## config.mk

```make
export PLATFORM = sky130hd
export DESIGN_NAME = wmdf_ctrl
export DESIGN_NICKNAME = d
export VERILOG_FILES = /design/src/hw/rtl/wmdf_pkg.sv /design/src/hw/rtl/wmdf_ctrl.sv
export SDC_FILE = /design/constraint.sdc
export NUM_CORES = 1
export LEC_CHECK = 0
export BUFFER_PORTS_ARGS = -buffer_cell sky130_fd_sc_hd__buf_2
export CAP_MARGIN = 20
export CORE_MARGIN = 2
export CORE_UTILIZATION = 49
export CTS_CLUSTER_SIZE = 30
export DETAILED_ROUTE_END_ITERATION = 6
export PLACE_DENSITY = 0.92
export SYNTH_ARGS = -nofsm -noshare
export SYNTH_HDL_FRONTEND = slang
export SYNTH_SLANG_ARGS = --single-unit
```

## constraint.sdc

```tcl
create_clock -name clk -period 2.6 [get_ports clk]
set_clock_uncertainty 0.05 [all_clocks]
set_input_delay 0 -clock clk [delete_from_list [all_inputs] [get_ports clk]]
set_output_delay 0 -clock clk [all_outputs]
set_load 0.02 [all_outputs]
```

## src/hw/rtl/wmdf_pkg.sv

```systemverilog
`timescale 1ns / 1ps
// ----------------------------------------------------------------------------
// Windowed median distance filter package
// Shared types, register indexes, result codes and reset values.
// ----------------------------------------------------------------------------
package wmdf_pkg;

	localparam int TIME_W = 32;
	localparam int POS_W  = 16;
	localparam int RD_W   = 11;
	localparam int DIST_W = 10;
	localparam int BIT_W  = 4;
	localparam int CFG_IDX_W  = 3;
	localparam int CFG_DATA_W = 16;

	localparam logic [CFG_IDX_W-1:0] REG_STALE_LIMIT = 3'd0;
	localparam logic [CFG_IDX_W-1:0] REG_WINDOW      = 3'd1;
	localparam logic [CFG_IDX_W-1:0] REG_MIN_VALID   = 3'd2;
	localparam logic [CFG_IDX_W-1:0] REG_MAX_DIST    = 3'd3;
	localparam logic [CFG_IDX_W-1:0] REG_TOLERANCE   = 3'd4;

	localparam logic [15:0]       RST_STALE_LIMIT = 16'd500;
	localparam logic [15:0]       RST_WINDOW      = 16'd2000;
	localparam logic [7:0]        RST_MIN_VALID   = 8'd5;
	localparam logic [DIST_W-1:0] RST_MAX_DIST    = 10'd999;
	localparam logic [DIST_W-1:0] RST_TOLERANCE   = 10'd20;

	localparam logic [1:0] STATUS_NONE = 2'd0;
	localparam logic [1:0] STATUS_POS  = 2'd1;
	localparam logic [1:0] STATUS_DIST = 2'd2;

	typedef struct packed {
		logic       accept;
		logic       rd_oldest;
		logic       pop;
		logic       append;
		logic       rd_newest;
		logic       latch_pos;
		logic       sweep_start;
		logic       sweep_bwd;
		logic       sweep_run;
		logic       proc_cnt;
		logic       proc_med;
		logic       proc_choose;
		logic       med_init;
		logic       med_step;
		logic       emit;
		logic [1:0] emit_code;
	} cmd_t;

	typedef struct packed {
		logic count_zero;
		logic drop_old;
		logic stale;
		logic sweep_done;
		logic few_valid;
		logic bit_last;
		logic out_free;
	} sts_t;

endpackage

```

## src/hw/rtl/wmdf_ctrl.sv

```systemverilog
`timescale 1ns / 1ps
// ----------------------------------------------------------------------------
// Windowed median distance filter controller
// Sequences pruning, appending, counting, median search and choice.
// ----------------------------------------------------------------------------
module wmdf_ctrl (
	input  logic           clk,
	input  logic           arst_n,
	input  logic           in_valid,
	input  logic           in_func,
	output logic           in_ready,
	input  wmdf_pkg::sts_t sts,
	output wmdf_pkg::cmd_t cmd
);
	import wmdf_pkg::*;

	localparam logic [3:0] S_IDLE     = 4'd0;
	localparam logic [3:0] S_DROP_RD  = 4'd1;
	localparam logic [3:0] S_DROP_CMP = 4'd2;
	localparam logic [3:0] S_APPEND   = 4'd3;
	localparam logic [3:0] S_Q_RD     = 4'd4;
	localparam logic [3:0] S_Q_STALE  = 4'd5;
	localparam logic [3:0] S_CNT      = 4'd6;
	localparam logic [3:0] S_MED      = 4'd7;
	localparam logic [3:0] S_CHOOSE   = 4'd8;
	localparam logic [3:0] S_RESULT   = 4'd9;

	logic [3:0] state_q, state_d;
	logic [1:0] code_q, code_d;

	always_ff @(posedge clk or negedge arst_n) begin
		if (!arst_n) begin
			state_q <= S_IDLE;
			code_q  <= STATUS_NONE;
		end else begin
			state_q <= state_d;
			code_q  <= code_d;
		end
	end

	always_comb begin
		state_d       = state_q;
		code_d        = code_q;
		cmd           = '0;
		cmd.emit_code = code_q;
		in_ready      = 1'b0;
		case (state_q)
			S_IDLE: begin
				in_ready = 1'b1;
				if (in_valid) begin
					cmd.accept = 1'b1;
					state_d    = in_func ? S_Q_RD : S_DROP_RD;
				end
			end
			S_DROP_RD: begin
				if (sts.count_zero) begin
					state_d = S_APPEND;
				end else begin
					cmd.rd_oldest = 1'b1;
					state_d       = S_DROP_CMP;
				end
			end
			S_DROP_CMP: begin
				if (sts.drop_old) begin
					cmd.pop = 1'b1;
					state_d = S_DROP_RD;
				end else begin
					state_d = S_APPEND;
				end
			end
			S_APPEND: begin
				cmd.append = 1'b1;
				state_d    = S_IDLE;
			end
			S_Q_RD: begin
				if (sts.count_zero) begin
					code_d  = STATUS_NONE;
					state_d = S_RESULT;
				end else begin
					cmd.rd_newest = 1'b1;
					state_d       = S_Q_STALE;
				end
			end
			S_Q_STALE: begin
				cmd.latch_pos = 1'b1;
				if (sts.stale) begin
					code_d  = STATUS_NONE;
					state_d = S_RESULT;
				end else begin
					cmd.sweep_start = 1'b1;
					state_d         = S_CNT;
				end
			end
			S_CNT: begin
				cmd.sweep_run = 1'b1;
				cmd.proc_cnt  = 1'b1;
				if (sts.sweep_done) begin
					if (sts.few_valid) begin
						code_d  = STATUS_POS;
						state_d = S_RESULT;
					end else begin
						cmd.med_init    = 1'b1;
						cmd.sweep_start = 1'b1;
						state_d         = S_MED;
					end
				end
			end
			S_MED: begin
				cmd.sweep_run = 1'b1;
				cmd.proc_med  = 1'b1;
				if (sts.sweep_done) begin
					cmd.med_step    = 1'b1;
					cmd.sweep_start = 1'b1;
					if (sts.bit_last) begin
						cmd.sweep_bwd = 1'b1;
						state_d       = S_CHOOSE;
					end
				end
			end
			S_CHOOSE: begin
				cmd.sweep_run   = 1'b1;
				cmd.proc_choose = 1'b1;
				if (sts.sweep_done) begin
					code_d  = STATUS_DIST;
					state_d = S_RESULT;
				end
			end
			S_RESULT: begin
				if (sts.out_free) begin
					cmd.emit = 1'b1;
					state_d  = S_IDLE;
				end
			end
			default: begin
				state_d = S_IDLE;
			end
		endcase
	end

endmodule

```

Yosys cells after proc, flatten, opt, wreduce, memory -nomap -nowiden
Cells that the tools add are included.

Register bits: 6. Input port bits: 11. Output and inout bits: 18. Word-level logic and storage cells: 70.

Eq/ne operators: 18. Muxes and demuxes: 45. Reductions and logical operators: 5.

Operator list (number): $mux 4 (9); $pmux 4 s9 (1); $mux 1 (25); $ne 2x2->1 const B (9); $eq 4x3->1 const B (4); $mux 2 (7); $reduce_and 6->1 (2); $eq 4x2->1 const B (2); $eq 4x4->1 const B (2); $pmux 2 s4 (1); $eq 4x1->1 const B (1); $logic_not 4->1 (1); $reduce_bool 4->1 (1); $mux 3 (1); $pmux 1 s3 (1); $reduce_or 3->1 (1).

Longest topological paths before layout
Word-level depth: 3. Mapped depth: 6. Gate-level depth less buffers: 4.

Least setup slack after synthesis
OpenSTA, ideal clock, no wires.

Path kind: register to register. Start: register state_q[2]. End: register code_q[0]. Library setup time: 0.125 ns. Data arrival time: 1.661 ns. Data required time: 2.425 ns. Setup slack: 0.764 ns. Cell stages (with the launch flop): 5. Buffers on the path: 0. Period minus slack after synthesis: 1.836 ns. Cells stage by stage: dfrtp_1 -> nor4b_2 -> and2_1 -> o21ai_1 -> mux2_4.

Longest elaborated chain between the ends: 3. Elaborated cells on any way between the ends: 12. Classes of those cells: 9 x eq/ne; 1 x mux; 2 x reduce/logical.

RTL lines: start, declared (line wmdf_ctrl.sv:28) `logic [3:0] state_q, state_d;`; start signal, assigned (line wmdf_ctrl.sv:36) `state_q <= state_d;`; $eq 4x4->1 or $eq 4x3->1 (tied branches) (line wmdf_ctrl.sv:47) `case (state_q)`; $reduce_bool 4->1 (no line) or $ne 2x2->1 (tied branches); $reduce_and 6->1 (no line); end signal, assigned (line wmdf_ctrl.sv:37) `code_q <= code_d;`; end, declared (line wmdf_ctrl.sv:29) `logic [1:0] code_q, code_d;`.

Parallel ways exist; a longest one is shown, timed or not. A chain may end at the register's enable or synchronous reset.

Worst setup path in the final report
Start: register state_q[1]. End: register code_q[0].

The elaborated chain is that of the path after synthesis.

==> out/results.txt <==
switching power: 409 uW
vias in the first global route: 569
fin area: 791 um2
RSZ-0062 raised after global routing: no
leak pwr: 0.428 nW
number of flops mapped to enable cells by yosys: 0
# diodes: 0
fin crit period: 2030 ps
wire length on met3: 65 um
Rows: 13
Final Hold Violating Endpoints: 0
fmax: 493 MHz
Antenna Nets Post-Route: 0
Net Sw Frac: 0.508
Buf/Inv on CP: 0
CP top delay family: flip-flops
max_cap viols: 0
Die X: 40.5 um
antenna violations before repair: 0
wire length on met2: 857 um
synth unique cells: 35
ranking of synthesized cells by area: dfrtp_1 23%, and2_1 4.8%, nand2b_1 4.8%
crit-path max FO: 22
largest area contributor in the netlist: dfrtp_1
H-tree Lvls: 1
Synth top area share: 0.229
Commonest cells post-synth: 7 x nor2_1, 6 x dfrtp_1, 5 x and2_1, 5 x nand2_1, 5 x nand2b_1
Power Total: 805 uW
endpoint arrival time on the critical path: 2120 ps
DR iter-0 viols: 13
grt total ovfl: 0
register area share after synthesis: 0.229
vias after detailed routing: 700
die area: 1640 um2
largest net degree at the start of global routing: 23
CTS max path bufs: 2
crit path launch: state_q[1]
VDD IR max: 0.395 mV
crit end category: flop
Worst Setup Path Type: reg2reg
via/cell ratio: 5.83
Die Y: 40.5 um
TritonCTS Buffers: 3
Cells after Synth: 80
Critical Path Start Type: flop
Slew Limit Fails: 0
power per cell area: 1020 nW/um2
CTS tree: yes
CP Cell Sequence: nor3b_1, o31ai_1, o21ai_1, mux2_4
Residual DRC: 0
Slew headroom: 0.550
WL final: 1710 um
outcome: finished, final reports clean
Clk network pwr share: 0.110
initial core utilization: 0.516
ys flop type: dfrtp_1
I/O Pins: 29
clock transition at the registers of the reported paths: 50 ps
yosys warns: 0
dpl cells: 116
largest stage delay on the critical path: 770 ps
later-pin clock latency in the skew report: 250 ps
Internal: 396 uW
synth-to-layout area growth: 20.8%
nets: 118
Seq pwr share: 0.303
Mean Syn Cell Area: 8.18 um2
Sink Count: 6
critical path data required time: 2690 ps
Setup-failing EPs final: 0
worst r2r src: state_q[1]
Final Non-Filler Cells: 120
syn_nets: 91
area post-placement: 758 um2
Tot GR Track Use: 0.236
detailed-route wire length per cell: 14.3 um
clk root buf: clkbuf_4
DR pass1 iterations: 4
core area: 1270 um2
port bufs: 28
Tcrit/Tclk final: 0.781
global-route wire length before repair: 2530 um
asr flop ratio synth: 1.00
DPL Wire Length: 1220 um
worst hold path startpoint: in_func
M1 WL: 775 um
Synth Register Bits: 6
layout cell share with drive strength beyond 1: 0.333
Placer Congestion: 0.865
setup total negative slack: 0 ps
Critical Path Slowest Stage Cell: dfrtp_1
uppermost layer routed: met4
synthesized cell area: 654 um2
Hold WC Path Type: in2reg
Combinational Power Share: 0.586
most frequent cell after synthesis: nor2_1
Slew @ Worst Pin: 675 ps
[state kept, by name, summed over array words and instances (netlist names)]
name	flops
code_q	2
state_q	4
[area by class of cell]
cell class	count	area, um2
clock buffer	3	22.5
fill	111	478
inverter	4	15.0
multi-input combinational	63	434
sequential	6	150
tap	15	18.8
timing repair buffer	29	150
[power by group through the flow]
stage	sequential, mW	combinational, mW	clock [mW]
final	0.244	0.472	0.0887
after global routing	0.250	0.522	0.0976
after CTS	0.240	0.472	0.0870
after detailed placement	0.242	0.467	0
after global placement	0.230	0.458	0
after floorplan	0.170	0.444	0
[stage by stage]
stage | setup slack, ps | utilization | hold WS, ps
2_1_floorplan | 764 | - | -346
3_3_place_gp | 738 | 0.598 | -225
3_5_place_dp | 617 | 0.598 | -225
4_1_cts | 605 | 0.623 | 56.4
5_1_grt | 523 | 0.623 | 69.8
6_report | 570 | 0.623 | 53.0
[worst reg2reg max path, delay by kind of cell (launching register included)]
family           cells  cell delay, ps
AND/OR/NAND/NOR      1             200
AO/OA/AOI/OAI        2             570
flip-flops           1             770
multiplexers         1             330
[repair_timing]
item / 4_1_cts / 5_1_grt
buffers inserted: 0 / 0
hold endpoints to repair: 6 / 0
hold buffers: 1 / 0
resized for setup: 0 / 0
[metal layers]
layer  track usage  vias to the layer above
li1              -                      344
met1         0.302                      336
met2         0.389                       15
met3        0.0667                        5
met4        0.0500                        0
met5             0                        -
[cells in the final DEF (no fill, tap or decap), types with 2 or more instances in the layout]
| master | count |
|---|---|
| dfrtp_1 | 6 |
| nand2b_1 | 5 |
| and2_1 | 5 |
| a22o_1 | 3 |
| buf_2 | 28 |
| a211oi_1 | 2 |
| nor2_1 | 7 |
| nand2_1 | 5 |
| nor3b_1 | 2 |
| o21ai_0 | 2 |
| and3_1 | 3 |
| nor4_1 | 3 |
| nor3_1 | 3 |
| mux2i_1 | 2 |
| a21o_1 | 2 |
| and4bb_1 | 2 |
| inv_1 | 4 |
| clkbuf_4 | 3 |
| a21oi_1 | 2 |
[final timing paths]
path                               to  slack (ps)  cells after the start
hold reg to reg             code_q[1]         420                      1
hold / removal             state_q[0]          50                      3
setup reg to reg            code_q[0]         570                      4
max in group asynchronous  state_q[2]        2300                      2
setup / recovery            code_q[0]         570                      4
min in group asynchronous   code_q[0]          60                      2
[cells by family (layout without fill, tap and decap cells)]
logic type,Yosys count,count (layout),share of synthesized area
multiplexers,3,3,0.0535
buffers and inverters,11,36,0.107
AND/OR/NAND/NOR,43,43,0.421
AO/OA/AOI/OAI,17,17,0.189
flip-flops,6,6,0.229
Note: power is estimated with default switching activity, not from simulation.
